[src/rtl/core/sqh_pkg.sv]
package sqh_pkg;

  localparam int SCALE_DEPTH_DEF = 16;

  // Field and register widths.
  localparam int LEVEL_W   = 16;
  localparam int SPAN_W    = 15;
  localparam int DIVS_W    = 7;
  localparam int SLEN_W    = 5;
  localparam int EIDX_W    = 4;
  localparam int NOTE_W    = 14;
  localparam int CFG_IDX_W = 3;
  localparam int CFG_DAT_W = 15;
  localparam int SIDX_W    = 4;
  localparam int OCT_OUT_W = 8;
  localparam int RES_W     = 24;

  // Register reset values.
  localparam logic [SPAN_W-1:0] SPAN_RST = 15'd2048;
  localparam logic [DIVS_W-1:0] DIVS_RST = 7'd12;

  // Hysteresis is one twentieth of the window, rounded, never below 12 LSB.
  localparam logic [15:0] HYS_DIV   = 16'd20;
  localparam logic [15:0] HYS_ROUND = 16'd10;
  localparam logic [15:0] HYS_MIN   = 16'd12;

  // Octave used for the bounds after a configuration change.
  localparam logic signed [17:0] OCT_INIT = -18'sd10;

  // Serial divider geometry.
  localparam int DIV_NW = 32;
  localparam int DIV_DW = 16;
  localparam int DIV_CW = 6;

  localparam logic [DIV_CW-1:0] STEPS_CFG  = 6'd16;
  localparam logic [DIV_CW-1:0] STEPS_OCT  = 6'd17;
  localparam logic [DIV_CW-1:0] STEPS_VOLT = 6'd31;

  typedef enum logic [CFG_IDX_W-1:0] {
    CFG_OCTAVE_SPAN  = 3'd0,
    CFG_DIVISIONS    = 3'd1,
    CFG_SCALE_LENGTH = 3'd2,
    CFG_ENTRY_INDEX  = 3'd3,
    CFG_ENTRY_VALUE  = 3'd4
  } cfg_reg_t;

  typedef struct packed {
    logic              start;
    logic [DIV_CW-1:0] steps;
    logic [DIV_NW-1:0] dividend;
    logic [DIV_DW-1:0] divisor;
  } div_req_t;

  typedef struct packed {
    logic              done;
    logic [DIV_NW-1:0] quotient;
    logic [DIV_DW-1:0] remainder;
  } div_rsp_t;

  localparam logic signed [39:0] S24_MAX40 = 40'sd8388607;
  localparam logic signed [39:0] S24_MIN40 = -40'sd8388608;

  function automatic logic signed [23:0] sat24(input logic signed [39:0] v);
    logic signed [23:0] r;
    if (v > S24_MAX40) begin
      r = 24'h7FFFFF;
    end else if (v < S24_MIN40) begin
      r = 24'h800000;
    end else begin
      r = v[23:0];
    end
    return r;
  endfunction

endpackage

[src/rtl/core/sqh_ram.sv]
module sqh_ram #(
  parameter int WIDTH = 14,
  parameter int DEPTH = 16,
  localparam int AW = (DEPTH > 1) ? $clog2(DEPTH) : 1
) (
  input  logic             clk,
  input  logic             we,
  input  logic [AW-1:0]    waddr,
  input  logic [WIDTH-1:0] wdata,
  input  logic [AW-1:0]    raddr,
  output logic [WIDTH-1:0] rdata
);

  logic [WIDTH-1:0] mem [DEPTH];

  always_ff @(posedge clk) begin
    if (we) begin
      mem[waddr] <= wdata;
    end
    rdata <= mem[raddr];
  end

endmodule

[src/rtl/core/sqh_div.sv]
module sqh_div
  import sqh_pkg::*;
(
  input  logic     clk,
  input  logic     rst_n,
  input  div_req_t req,
  output div_rsp_t rsp
);

  // Restoring division, one quotient bit per cycle. The dividend arrives
  // left aligned so that only the requested number of steps is run.
  logic              busy_r;
  logic              done_r;
  logic [DIV_CW-1:0] cnt_r;
  logic [DIV_DW-1:0] rem_r;
  logic [DIV_NW-1:0] quo_r;
  logic [DIV_DW-1:0] dvs_r;

  logic [DIV_DW:0]   trial;
  logic              fits;
  logic [DIV_DW-1:0] rem_nxt;

  assign trial   = {rem_r, quo_r[DIV_NW-1]};
  assign fits    = trial >= {1'b0, dvs_r};
  assign rem_nxt = fits ? DIV_DW'(trial - {1'b0, dvs_r}) : trial[DIV_DW-1:0];

  always_ff @(posedge clk) begin
    if (!rst_n) begin
      busy_r <= 1'b0;
      done_r <= 1'b0;
      cnt_r  <= '0;
    end else if (req.start) begin
      busy_r <= 1'b1;
      done_r <= 1'b0;
      cnt_r  <= req.steps;
    end else if (busy_r) begin
      cnt_r <= cnt_r - 1'b1;
      if (cnt_r == DIV_CW'(1)) begin
        busy_r <= 1'b0;
        done_r <= 1'b1;
      end
    end else begin
      done_r <= 1'b0;
    end
  end

  always_ff @(posedge clk) begin
    if (req.start) begin
      rem_r <= '0;
      quo_r <= req.dividend;
      dvs_r <= req.divisor;
    end else if (busy_r) begin
      rem_r <= rem_nxt;
      quo_r <= {quo_r[DIV_NW-2:0], fits};
    end
  end

  assign rsp.done      = done_r;
  assign rsp.quotient  = quo_r;
  assign rsp.remainder = rem_r;

endmodule

[src/rtl/core/scale_quantizer_hysteresis.sv]
// Pitch quantizer with hysteresis for control-voltage samples.
//
// Input channel: in_valid / in_stall / in_level. An item is taken at a clock
// edge with in_valid high and in_stall low. A sample that lies inside the
// current [lower, upper] window is dropped after the window compare and yields no
// result. Any other sample runs through a bit-serial divider three times
// (17, 15 + clog2(SCALE_DEPTH + 1) and 31 steps) plus multiply, lookup and
// bound-update states, and in_stall stays high until the bounds are updated,
// so no new sample is taken before the last one is through. The result shows
// on out_valid and is held in an output register until the receiver takes
// it.
// If out_stall keeps that register full when the next result is ready, the
// block waits with in_stall high.
//
// Configuration writes (cfg_we, cfg_index, cfg_wdata) are taken at once.
// Each valid write restarts the recomputation of offset, window, hysteresis
// and the bounds for octave -10; in_stall is high meanwhile. After reset
// the same pass runs with the reset values.
// Scale entries are stored in a small RAM and must be written before use.
module scale_quantizer_hysteresis
  import sqh_pkg::*;
#(
  parameter int SCALE_DEPTH = SCALE_DEPTH_DEF
) (
  input  logic                        clk,
  input  logic                        rst_n,
  input  logic                        in_valid,
  output logic                        in_stall,
  input  logic signed [LEVEL_W-1:0]   in_level,
  output logic                        out_valid,
  input  logic                        out_stall,
  output logic [SIDX_W-1:0]           out_scale_index,
  output logic signed [OCT_OUT_W-1:0] out_octave,
  output logic signed [RES_W-1:0]     out_note_number,
  output logic signed [RES_W-1:0]     out_quantized_volts,
  input  logic                        cfg_we,
  input  logic [CFG_IDX_W-1:0]        cfg_index,
  input  logic [CFG_DAT_W-1:0]        cfg_wdata
);

  localparam int IXW  = (SCALE_DEPTH > 1) ? $clog2(SCALE_DEPTH) : 1;
  localparam int LENW = $clog2(SCALE_DEPTH + 1);
  localparam int RLW  = SPAN_W + LENW;

  typedef enum logic [24:0] {
    ST_IDLE = 25'b1 << 0,
    ST_CMP  = 25'b1 << 1,
    ST_D1S  = 25'b1 << 2,
    ST_D1W  = 25'b1 << 3,
    ST_ML   = 25'b1 << 4,
    ST_D2S  = 25'b1 << 5,
    ST_D2W  = 25'b1 << 6,
    ST_RD   = 25'b1 << 7,
    ST_NT   = 25'b1 << 8,
    ST_MN   = 25'b1 << 9,
    ST_MO   = 25'b1 << 10,
    ST_MD   = 25'b1 << 11,
    ST_D3S  = 25'b1 << 12,
    ST_D3W  = 25'b1 << 13,
    ST_OUT  = 25'b1 << 14,
    ST_B0   = 25'b1 << 15,
    ST_B1   = 25'b1 << 16,
    ST_B2   = 25'b1 << 17,
    ST_B3   = 25'b1 << 18,
    ST_CHS  = 25'b1 << 19,
    ST_CHW  = 25'b1 << 20,
    ST_CWS  = 25'b1 << 21,
    ST_CWW  = 25'b1 << 22,
    ST_CYS  = 25'b1 << 23,
    ST_CYW  = 25'b1 << 24
  } state_t;

  state_t state_r, state_nxt;

  // Configuration registers.
  logic [SPAN_W-1:0] span_r;
  logic [DIVS_W-1:0] divs_r;
  logic [SLEN_W-1:0] slen_r;
  logic [EIDX_W-1:0] eidx_r;
  logic              cfg_hit;

  // Derived settings and bounds.
  logic [15:0]           hdo_r;
  logic [15:0]           win_r;
  logic [15:0]           hys_r;
  logic signed [23:0]    lower_r;
  logic signed [23:0]    upper_r;

  // Per-item working registers.
  logic signed [LEVEL_W-1:0] level_r;
  logic                      xneg_r;
  logic [16:0]               absx_r;
  logic signed [17:0]        oct_r;
  logic [SPAN_W-1:0]         rem_r;
  logic [RLW-1:0]            remlen_r;
  logic [IXW-1:0]            ix_r;
  logic [NOTE_W-1:0]         note_r;
  logic [28:0]               ns_r;
  logic signed [33:0]        os_r;
  logic signed [25:0]        od_r;
  logic [22:0]               q3_r;
  logic [IXW+15:0]           iw_r;
  logic signed [35:0]        ideal_r;

  logic                      out_valid_r;
  logic [SIDX_W-1:0]         out_sidx_r;
  logic signed [OCT_OUT_W-1:0] out_oct_r;
  logic signed [RES_W-1:0]   out_nn_r;
  logic signed [RES_W-1:0]   out_volts_r;

  logic [SPAN_W-1:0] span_e;
  logic [DIVS_W-1:0] divs_e;
  logic [DIVS_W-1:0] len_raw;
  logic [LENW-1:0]   len_e;

  logic signed [17:0] xs;
  logic               in_window;
  logic               out_free;
  logic [NOTE_W-1:0]  tbl_rdata;
  logic               tbl_we;
  logic [30:0]        vnum;
  logic [RLW-1:0]     q2;
  logic [SPAN_W-1:0]  r1;
  logic [17:0]        q1_ext;
  logic               r1_nz;

  div_req_t div_req;
  div_rsp_t div_rsp;

  // Zero span and zero divisions behave as one; the scale length falls back
  // to the division count in chromatic mode and never exceeds the table.
  assign span_e  = (span_r == '0) ? SPAN_W'(1) : span_r;
  assign divs_e  = (divs_r == '0) ? DIVS_W'(1) : divs_r;
  assign len_raw = (slen_r == '0) ? divs_e : DIVS_W'(slen_r);
  assign len_e   = (32'(len_raw) > SCALE_DEPTH) ? LENW'(SCALE_DEPTH) : LENW'(len_raw);

  assign xs     = 18'(level_r) + $signed({2'b00, hdo_r});
  assign in_window = (24'(level_r) <= upper_r) && (24'(level_r) >= lower_r);
  assign out_free = !out_valid_r || !out_stall;
  assign in_stall = (state_r != ST_IDLE);

  assign vnum   = {1'b0, ns_r, 1'b0} + 31'({divs_e, 8'b0});
  assign q2     = div_rsp.quotient[RLW-1:0];
  assign r1     = div_rsp.remainder[SPAN_W-1:0];
  assign q1_ext = {1'b0, div_rsp.quotient[16:0]};
  assign r1_nz  = (r1 != '0);

  assign cfg_hit = cfg_we && (cfg_index <= CFG_ENTRY_VALUE);
  assign tbl_we  = cfg_we && (cfg_index == CFG_ENTRY_VALUE) && (32'(eidx_r) < SCALE_DEPTH);

  sqh_ram #(
    .WIDTH(NOTE_W),
    .DEPTH(SCALE_DEPTH)
  ) u_table (
    .clk  (clk),
    .we   (tbl_we),
    .waddr(IXW'(eidx_r)),
    .wdata(cfg_wdata[NOTE_W-1:0]),
    .raddr(ix_r),
    .rdata(tbl_rdata)
  );

  sqh_div u_div (
    .clk  (clk),
    .rst_n(rst_n),
    .req  (div_req),
    .rsp  (div_rsp)
  );

  // The divider is shared by all six divisions; its operands are picked by
  // the start state and left aligned to the step count.
  always_comb begin
    div_req = '0;
    unique case (state_r)
      ST_D1S: begin
        div_req.start    = 1'b1;
        div_req.steps    = STEPS_OCT;
        div_req.dividend = {absx_r, 15'b0};
        div_req.divisor  = DIV_DW'(span_e);
      end
      ST_D2S: begin
        div_req.start    = 1'b1;
        div_req.steps    = DIV_CW'(RLW);
        div_req.dividend = {remlen_r, {(DIV_NW-RLW){1'b0}}};
        div_req.divisor  = DIV_DW'(span_e);
      end
      ST_D3S: begin
        div_req.start    = 1'b1;
        div_req.steps    = STEPS_VOLT;
        div_req.dividend = {vnum, 1'b0};
        div_req.divisor  = {divs_e, 9'b0};
      end
      ST_CHS: begin
        div_req.start    = 1'b1;
        div_req.steps    = STEPS_CFG;
        div_req.dividend = {16'(span_e) + 16'(divs_e), 16'b0};
        div_req.divisor  = DIV_DW'({divs_e, 1'b0});
      end
      ST_CWS: begin
        div_req.start    = 1'b1;
        div_req.steps    = STEPS_CFG;
        div_req.dividend = {16'(span_e) + 16'(len_e >> 1), 16'b0};
        div_req.divisor  = DIV_DW'(len_e);
      end
      ST_CYS: begin
        div_req.start    = 1'b1;
        div_req.steps    = STEPS_CFG;
        div_req.dividend = {win_r + HYS_ROUND, 16'b0};
        div_req.divisor  = HYS_DIV;
      end
      default: begin
        div_req = '0;
      end
    endcase
  end

  always_comb begin
    state_nxt = state_r;
    unique case (state_r)
      ST_IDLE: if (in_valid) state_nxt = ST_CMP;
      ST_CMP:  state_nxt = in_window ? ST_IDLE : ST_D1S;
      ST_D1S:  state_nxt = ST_D1W;
      ST_D1W:  if (div_rsp.done) state_nxt = ST_ML;
      ST_ML:   state_nxt = ST_D2S;
      ST_D2S:  state_nxt = ST_D2W;
      ST_D2W:  if (div_rsp.done) state_nxt = ST_RD;
      ST_RD:   state_nxt = ST_NT;
      ST_NT:   state_nxt = ST_MN;
      ST_MN:   state_nxt = ST_MO;
      ST_MO:   state_nxt = ST_MD;
      ST_MD:   state_nxt = ST_D3S;
      ST_D3S:  state_nxt = ST_D3W;
      ST_D3W:  if (div_rsp.done) state_nxt = ST_OUT;
      ST_OUT:  if (out_free) state_nxt = ST_B0;
      ST_B0:   state_nxt = ST_B1;
      ST_B1:   state_nxt = ST_B2;
      ST_B2:   state_nxt = ST_B3;
      ST_B3:   state_nxt = ST_IDLE;
      ST_CHS:  state_nxt = ST_CHW;
      ST_CHW:  if (div_rsp.done) state_nxt = ST_CWS;
      ST_CWS:  state_nxt = ST_CWW;
      ST_CWW:  if (div_rsp.done) state_nxt = ST_CYS;
      ST_CYS:  state_nxt = ST_CYW;
      ST_CYW:  if (div_rsp.done) state_nxt = ST_B0;
      default: state_nxt = ST_CHS;
    endcase
    // Any register write restarts the settings pass from the top.
    if (cfg_hit) begin
      state_nxt = ST_CHS;
    end
  end

  always_ff @(posedge clk) begin
    if (!rst_n) begin
      state_r     <= ST_CHS;
      out_valid_r <= 1'b0;
      span_r      <= SPAN_RST;
      divs_r      <= DIVS_RST;
      slen_r      <= '0;
      eidx_r      <= '0;
    end else begin
      state_r <= state_nxt;
      if (state_r == ST_OUT && out_free) begin
        out_valid_r <= 1'b1;
      end else if (!out_stall) begin
        out_valid_r <= 1'b0;
      end
      if (cfg_we) begin
        unique case (cfg_index)
          CFG_OCTAVE_SPAN:  span_r <= cfg_wdata[SPAN_W-1:0];
          CFG_DIVISIONS:    divs_r <= cfg_wdata[DIVS_W-1:0];
          CFG_SCALE_LENGTH: slen_r <= cfg_wdata[SLEN_W-1:0];
          CFG_ENTRY_INDEX:  eidx_r <= cfg_wdata[EIDX_W-1:0];
          default: ;
        endcase
      end
    end
  end

  always_ff @(posedge clk) begin
    case (state_r) inside
      ST_IDLE: if (in_valid) level_r <= in_level;
      ST_CMP: begin
        xneg_r <= xs[17];
        absx_r <= xs[17] ? 17'(-xs) : xs[16:0];
      end
      ST_D1W: if (div_rsp.done) begin
        // Floor division: a negative sum with a remainder rounds one more
        // octave down and takes the complementary remainder.
        if (xneg_r) begin
          oct_r <= -$signed(q1_ext + 18'(r1_nz));
          rem_r <= r1_nz ? span_e - r1 : '0;
        end else begin
          oct_r <= $signed(q1_ext);
          rem_r <= r1;
        end
      end
      ST_ML: remlen_r <= RLW'(rem_r) * RLW'(len_e);
      ST_D2W: if (div_rsp.done) begin
        ix_r <= (q2 >= RLW'(len_e)) ? IXW'(len_e - 1'b1) : IXW'(q2);
      end
      ST_NT:  note_r <= (slen_r == '0) ? NOTE_W'({ix_r, 8'b0}) : tbl_rdata;
      ST_MN:  ns_r <= 29'(note_r) * 29'(span_e);
      ST_MO, ST_B0: os_r <= 34'(oct_r) * 34'($signed({1'b0, span_e}));
      ST_MD:  od_r <= 26'(oct_r) * 26'($signed({1'b0, divs_e}));
      ST_D3W: if (div_rsp.done) q3_r <= div_rsp.quotient[22:0];
      ST_OUT: if (out_free) begin
        out_sidx_r  <= SIDX_W'(ix_r);
        if (oct_r > 18'sd127) begin
          out_oct_r <= 8'sd127;
        end else if (oct_r < -18'sd128) begin
          out_oct_r <= -8'sd128;
        end else begin
          out_oct_r <= oct_r[7:0];
        end
        out_nn_r    <= sat24($signed({26'b0, note_r}) + 40'($signed({od_r, 8'b0})));
        out_volts_r <= sat24($signed({17'b0, q3_r}) + 40'(os_r));
      end
      ST_B1:  iw_r <= (IXW+16)'(ix_r) * (IXW+16)'(win_r);
      ST_B2:  ideal_r <= 36'(os_r) + $signed({{(20-IXW){1'b0}}, iw_r})
                         - $signed({20'b0, hdo_r});
      ST_B3: begin
        lower_r <= sat24(40'(ideal_r - $signed({20'b0, hys_r})));
        upper_r <= sat24(40'(ideal_r + $signed({20'b0, hys_r}) + $signed({20'b0, win_r})));
      end
      ST_CHW: if (div_rsp.done) hdo_r <= div_rsp.quotient[15:0];
      ST_CWW: if (div_rsp.done) win_r <= div_rsp.quotient[15:0];
      ST_CYW: if (div_rsp.done) begin
        hys_r <= (div_rsp.quotient[15:0] < HYS_MIN) ? HYS_MIN : div_rsp.quotient[15:0];
        oct_r <= OCT_INIT;
        ix_r  <= '0;
      end
      default: ;
    endcase
  end

  assign out_valid           = out_valid_r;
  assign out_scale_index     = out_sidx_r;
  assign out_octave          = out_oct_r;
  assign out_note_number     = out_nn_r;
  assign out_quantized_volts = out_volts_r;

  // The window is never inverted once the bounds are in use.
  a_bounds_ordered: assert property (@(posedge clk) disable iff (!rst_n)
    (state_r == ST_IDLE) |-> (lower_r <= upper_r))
    else $error("hysteresis window inverted");

  // A result is only ever loaded from the output state.
  a_out_source: assert property (@(posedge clk) disable iff (!rst_n)
    $rose(out_valid_r) |-> ($past(state_r) == ST_OUT))
    else $error("result loaded outside output state");

  // The selected entry lies within the effective scale length.
  a_index_range: assert property (@(posedge clk) disable iff (!rst_n)
    (state_r == ST_NT) |-> (LENW'(ix_r) < len_e))
    else $error("scale index beyond scale length");

endmodule
[config.mk]
export PLATFORM = sky130hd
export DESIGN_NAME = scale_quantizer_hysteresis
export DESIGN_NICKNAME = d
export VERILOG_FILES = /design/src/rtl/core/sqh_pkg.sv /design/src/rtl/core/sqh_ram.sv /design/src/rtl/core/sqh_div.sv /design/src/rtl/core/scale_quantizer_hysteresis.sv
export SDC_FILE = /design/constraint.sdc
export NUM_CORES = 2
export LEC_CHECK = 0
export ABC_AREA = 1
export BUFFER_PORTS_ARGS = -buffer_cell sky130_fd_sc_hd__buf_2
export CORE_MARGIN = 2
export CORE_UTILIZATION = 31
export DETAILED_ROUTE_END_ITERATION = 16
export PLACE_DENSITY = 0.48
export SYNTH_ARGS = -nofsm -noshare
export SYNTH_HDL_FRONTEND = slang
export SYNTH_SLANG_ARGS = --single-unit
[constraint.sdc]
create_clock -name clk -period 6.9 [get_ports clk]
set_input_delay 2.07 -clock clk [delete_from_list [all_inputs] [get_ports clk]]
set_output_delay 2.07 -clock clk [all_outputs]
set_load 0.01 [all_outputs]
After elaboration in Yosys (flattened, before gate mapping)
Memories as Yosys holds them, arrays and structs flattened. A register that Yosys moved wholly into a read port is not among the register bits.
Cells that the tools add are included.
- add/subtract/negate cells: 19
- reductions and logical operators: 41
- multiply operators: 5
- $lt $le $gt $ge: 17
- equal/unequal tests: 64
- bitwise logic cells: 18
- muxes and demuxes: 70
- operators by type and width (kind ; count):
    $pmux W25 S25 ; 1
    $pmux W55 S6 ; 1
    $mux W18 ; 18
    $mux W25 ; 8
    $mux W24 ; 4
    $gt A35 B24 Y1 const B ; 2
    $lt A35 B24 Y1 const B ; 2
    $mux W32 ; 2
    $mux W4 ; 16
    $reduce_and A17 Y1 ; 3
    $ne A2 B2 Y1 const B ; 24
    $mux W15 ; 3
    $add A37 B17 Y38 ; 1
    $gt A38 B24 Y1 const B ; 1
    $lt A38 B24 Y1 const B ; 1
    $add A36 B17 Y37 ; 1
    $gt A37 B24 Y1 const B ; 1
    $lt A37 B24 Y1 const B ; 1
    $sub A36 B17 Y37 ; 1
    $sub A35 B17 Y36 ; 1
    $add A15 B34 Y35 ; 1
    $add A24 B34 Y35 ; 1
    $add A34 B21 Y35 ; 1
    $mul A18 B16 Y34 ; 1
    other kinds (89) ; 138
- output and inout port bits: 62
- memories kept: 1
- RAM bits: 224
- flip-flop bits (word level): 558
- logic and storage cells: 271
- input port bits: 39
- memory list (name ; depth ; bits a word ; read ports ; clocked after memory_dff ; write ports ; RTL line ; text):
    u_table.mem ; 16 ; 14 ; 1 ; 1 ; 1 ; sqh_ram.sv:14 ; logic [WIDTH-1:0] mem [DEPTH];

Logic depth before layout (Yosys ltp)
- word-level depth: 16
- gate-level depth with buffers: 31
- mapped depth without buffers: 29

Hierarchy
Synthesis repeated with hierarchy kept, for this count alone.
- cell total of the unflattened synthesis: 9088
- area total of the unflattened synthesis: 73758.2 sq um
- modules (own cells, without submodules) (module ; area each (sq um) ; cells an instance ; instances):
    scale_quantizer_hysteresis ; 59651.0 ; 7608 ; 1
    sqh_ram ; 9985.8 ; 943 ; 1
    sqh_div ; 4121.5 ; 537 ; 1

Worst setup path after synthesis
OpenSTA, ideal clock, no wires.
- path type: flip-flop to flip-flop
- start point: reg span_r[7]
- end point: reg ns_r[21] (data pin)
- arrival: 5.898 ns
- library setup time: 0.265 ns
- required time: 6.635 ns
- path slack: 0.737 ns
- clock period less this slack: 6.163 ns
- cell stages (with the launch flop): 26
- cell sequence: dfxtp_1 clkbuf_1 nor4_1 nand4_1 nand2_1 clkbuf_1 nand2_1 fa_1 fa_1 inv_1 fa_1 fa_1 fa_1 inv_1 fa_1 inv_1 ha_1 nand2_1 inv_1 a21oi_1 o21ai_0 a21oi_1 nor2_1 nor2_1 o21ai_0 xor2_1
- longest elaborated chain between the ends: 3
- RTL lines (item ; RTL line ; text):
    start, declared ; scale_quantizer_hysteresis.sv:76 ; logic [SPAN_W-1:0] span_r;
    start signal, assigned ; scale_quantizer_hysteresis.sv:270 ; CFG_OCTAVE_SPAN: span_r <= cfg_wdata[SPAN_W-1:0];
    $logic_not A15 Y1 ; scale_quantizer_hysteresis.sv:132 ; assign span_e = (span_r == '0) ? SPAN_W'(1) : span_r;
    $mux W15 (*) ; scale_quantizer_hysteresis.sv:132 ;
    $mul A14 B15 Y29 (*) ; scale_quantizer_hysteresis.sv:303 ; ST_MN: ns_r <= 29'(note_r) * 29'(span_e);
    end signal, assigned ; scale_quantizer_hysteresis.sv:303 ;
    end, declared ; scale_quantizer_hysteresis.sv:98 ; logic [28:0] ns_r;
Every way passes the cells marked *; elsewhere a longest branch is shown, timed or not.
A chain may end at the register's enable or synchronous reset.

Worst setup path after layout
- start point: reg span_r[2]
- end point: reg os_r[29] (data pin)
- longest elaborated chain between the ends: 3
- RTL lines (item ; RTL line ; text):
    $logic_not A15 Y1 ; scale_quantizer_hysteresis.sv:132 ;
    $mux W15 (*) ; scale_quantizer_hysteresis.sv:132 ;
    $mul A18 B16 Y34 (*) ; scale_quantizer_hysteresis.sv:304 ; ST_MO, ST_B0: os_r <= 34'(oct_r) * 34'($signed({1'b0, span_e}));
    end signal, assigned ; scale_quantizer_hysteresis.sv:304 ;
    end, declared ; scale_quantizer_hysteresis.sv:99 ; logic signed [33:0] os_r;
Marks and branches as above.

==> summary.txt <==
library cells used by synthesis: 66
sequential fraction of the synthesis area: 0.3165
fin area: 79,990 um2
overall fraction of global-route tracks in use: 0.1924
deepest level of the CTS H-tree: 3
result of the run: completed
quantity of gates resized following cts: 0
routed vias/inst: 4.754
IO Port Bufs: 100
setup bufs post-CTS: 0
DRC viols: 0
number of vias after detailed routing: 56,140
Met2 Routed Length: 105,400 um
total clock sinks: 796
share of final-layout standard cells stronger than drive strength 1: 0.05398
Avg Inst Size Synth: 8.396 um2
Max Buffers Root-to-Sink: 3
DIE WIDTH: 487.6 um
detailed-routed wire length on met3: 10,260 um
final HPWL from detailed placement: 181,600 um
wire length of the first global-routing pass: 350,800 um
Area growth syn-to-layout: 10.32%
worst setup slack for register-to-register paths: 260 ps
critical path class: flop to flop
Std-Cell Rows: 177
Setup violations, final: 0
placed standard-cell area: 76,570 um2
number of top-level design ports: 101
root buffer cell: clkbuf_16
Hold Vio Cnt, Final: 0
Final Critical Period: 6640 ps
top sig layer: met5
Synth Warn #: 0
routed wire length: 228,500 um
required time of the critical path: 7390 ps
nets@finish: 9,888
Syn Std Cell Area: 72,510 um2
drt initial violations: 3,994
initial standard-cell utilization of the core: 0.3118
DIE HEIGHT: 487.6 um
peak clock frequency supported by timing: 150.6 MHz
maximum vdd ir drop: 0.2125 mV
number of CTS-inserted buffers: 98
via count of the first global-routing pass: 57,390
DRT met1 WL: 105,600 um
Worst Max-Slew Pin Slew: 1142 ps
number of buffers added to fix hold violations after cts: 0
number of antenna violations at the first check in global routing: 8
count of TritonRoute iterations in the first routing pass: 6
Cells after Synth: 8,637
number of inserted filler cells in the final layout: 24,290
pin count of the biggest net entering global routing: 171
predominant post-synthesis flop cell: edfxtp_1
setup repair after global routing missed its margin: false
type of origin of the critical path: flop
count of maximum capacitance violations: 0
min-delay worst type: flop to flop
largest fanout on the critical path: 6
total gr overflow: 0
Antenna Violating Nets Remaining: 0
element type at the critical path end: flop
worst hold-check slack: 467.0 ps
final worst path period share: 0.9624
die area: 237,800 um2
TritonCTS clock tree: yes
share of synthesized registers carrying an async set or reset: 0
Slew HR: 0.2385
area of the core: 232,500 um2
Setup Skew: 102.9 ps
Post-synth EDFFs: 701
Clk pin slew, worst setup/hold paths: 60 ps
Leak: 39.25 nW
power density over the cells: 159.8 nW/um2
arrival time of the worst setup path: 7130 ps
flip-flop and latch count after synthesis: 796
Clock Latency Late Sink: 770 ps
Placement Setup Slack: 362.1 ps
setup TNS after final layout: 0 ps
final max-slew violation count: 0
DR WL/cell: 19.35 um
final critical-path setup slack: 259.6 ps
synthesized netlist net count: 9,847
Final GP Congestion: 0.8994
[critical path, stage by stage (launching register included)]
cell and delay (ps):
dfxtp_1 670, nand2_1 240, fa_1 660, fa_1 590, inv_1 60, fa_1 510, fa_1 450, fa_1 540
inv_1 50, fa_1 520, inv_1 40, ha_1 370, nand2_1 120, nor4_1 690, nand4_1 210, nand3_1 190
a21oi_1 110, o21ai_0 200, xor2_1 110
[through the flow]
step / power, mW / utilization / cells
2_1_floorplan: 6.764 / - / 8637
3_3_place_gp: 7.397 / 0.3293 / 11620
3_5_place_dp: 7.403 / 0.3293 / 11620
4_1_cts: 12.96 / 0.3440 / 11810
5_1_grt: 13.35 / 0.3440 / 11810
6_report: 12.78 / 0.3440 / 11810
[sequential cells by signal (all words and copies together), names as in the netlist, 23 cells and up]
| signal | count |
|---|---|
| u_table.mem | 224 |
| ideal_r | 36 |
| os_r | 34 |
| u_div.quo_r | 32 |
| ns_r | 29 |
| od_r | 26 |
| state_r | 25 |
| lower_r | 24 |
| out_note_number | 24 |
| out_quantized_volts | 24 |
| upper_r | 24 |
| q3_r | 23 |
[synth_stat cells, types with 12 or more instances]
| cell | n | share of area |
|---|---|---|
| buf_4 | 16 | 0.0017 |
| nor3_1 | 88 | 0.0061 |
| a31oi_1 | 28 | 0.0024 |
| a21oi_1 | 430 | 0.030 |
| nand3b_1 | 18 | 0.0019 |
| clkbuf_1 | 179 | 0.0093 |
| xor2_1 | 200 | 0.024 |
| buf_2 | 14 | 0.00097 |
| mux2i_1 | 56 | 0.0077 |
| buf_1 | 41 | 0.0021 |
| nand2_2 | 22 | 0.0019 |
| ha_1 | 542 | 0.094 |
| xnor2_1 | 90 | 0.011 |
| nor4_1 | 31 | 0.0027 |
| o21ai_0 | 314 | 0.022 |
| o22ai_1 | 28 | 0.0024 |
| a21o_1 | 24 | 0.0025 |
| inv_2 | 12 | 0.00062 |
| o211ai_1 | 86 | 0.0089 |
| or2_2 | 16 | 0.0014 |
| dfxtp_1 | 95 | 0.026 |
| edfxtp_1 | 701 | 0.29 |
| o21bai_1 | 24 | 0.0025 |
| fa_1 | 629 | 0.17 |
| inv_1 | 1841 | 0.095 |
| nand3_1 | 312 | 0.022 |
| nand4_1 | 83 | 0.0072 |
| nand2_1 | 2006 | 0.10 |
| nor2_1 | 555 | 0.029 |
[power by group]
part	internal, mW	switching [mW]	leakage (nW)
Sequential	5.35	0.139	7.23
Combinational	0.595	1.21	30.4
Clock	3.15	2.34	1.64
Total	9.09	3.69	39.3
[layout by cell type (no fill, tap or decap), types with 12 or more instances in the layout]
| master | Yosys | layout |
|---|---|---|
| a21o_1 | 24 | 24 |
| a21oi_1 | 430 | 430 |
| a31oi_1 | 28 | 28 |
| buf_2 | 14 | 100 |
| buf_4 | 16 | 93 |
| bufinv_16 | 0 | 12 |
| clkbuf_1 | 179 | 20 |
| clkbuf_16 | 0 | 98 |
| clkinv_1 | 8 | 19 |
| clkinv_2 | 0 | 16 |
| dfxtp_1 | 95 | 93 |
| edfxtp_1 | 701 | 701 |
| fa_1 | 629 | 629 |
| ha_1 | 542 | 542 |
| inv_1 | 1841 | 1840 |
| inv_2 | 12 | 13 |
| mux2i_1 | 56 | 56 |
| nand2_1 | 2006 | 2005 |
| nand2_2 | 22 | 23 |
| nand3_1 | 312 | 312 |
| nand3b_1 | 18 | 18 |
| nand4_1 | 83 | 83 |
| nor2_1 | 555 | 536 |
| nor2_2 | 7 | 25 |
| nor3_1 | 88 | 88 |
| nor4_1 | 31 | 30 |
| o211ai_1 | 86 | 86 |
| o21ai_0 | 314 | 313 |
| o21bai_1 | 24 | 24 |
| o22ai_1 | 28 | 28 |
| or2_2 | 16 | 16 |
| xnor2_1 | 90 | 90 |
| xor2_1 | 200 | 200 |
[cells by family (layout without fill, tap and decap cells)]
group / count (synthesis) / count (layout) / share of synthesized area
buf+inv: 2120 / 2246 / 0.1115
simple gates: 3186 / 3186 / 0.1828
mux: 56 / 56 / 0.007730
fa+ha+maj: 1171 / 1171 / 0.2672
xor+xnor: 290 / 290 / 0.03503
other cells: 0 / 3 / 0
flops: 796 / 796 / 0.3165
compound gates: 1018 / 1018 / 0.07925
[final cells by class]
class	count	area, um2	area share
Antenna cell	3	7.507	0.00009385
Clock buffer	121	2569	0.03211
Clock inverter	64	847.1	0.01059
Inverter	1865	7010	0.08764
Multi-Input combinational cell	5721	41540	0.5193
Sequential cell	796	22950	0.2870
Tap cell	3043	3807	0.04760
Timing Repair Buffer	196	1259	0.01574
[metal layers]
layer | GRT usage | vias to the layer above
met5 | 0 | -
met4 | 0.05608 | 4
met3 | 0.02474 | 291
met2 | 0.3182 | 1227
met1 | 0.2621 | 27260
li1 | - | 27350
[final timing paths]
check,start,endpoint,depth (start not counted)
worst max-delay path,span_r[2],os_r[29],18
worst min-delay path,state_r[6],state_r[6],2
worst max register to register,span_r[2],os_r[29],18
worst min register to register,state_r[6],state_r[6],2
No activity file was read; power rests on OpenSTA's default activity.
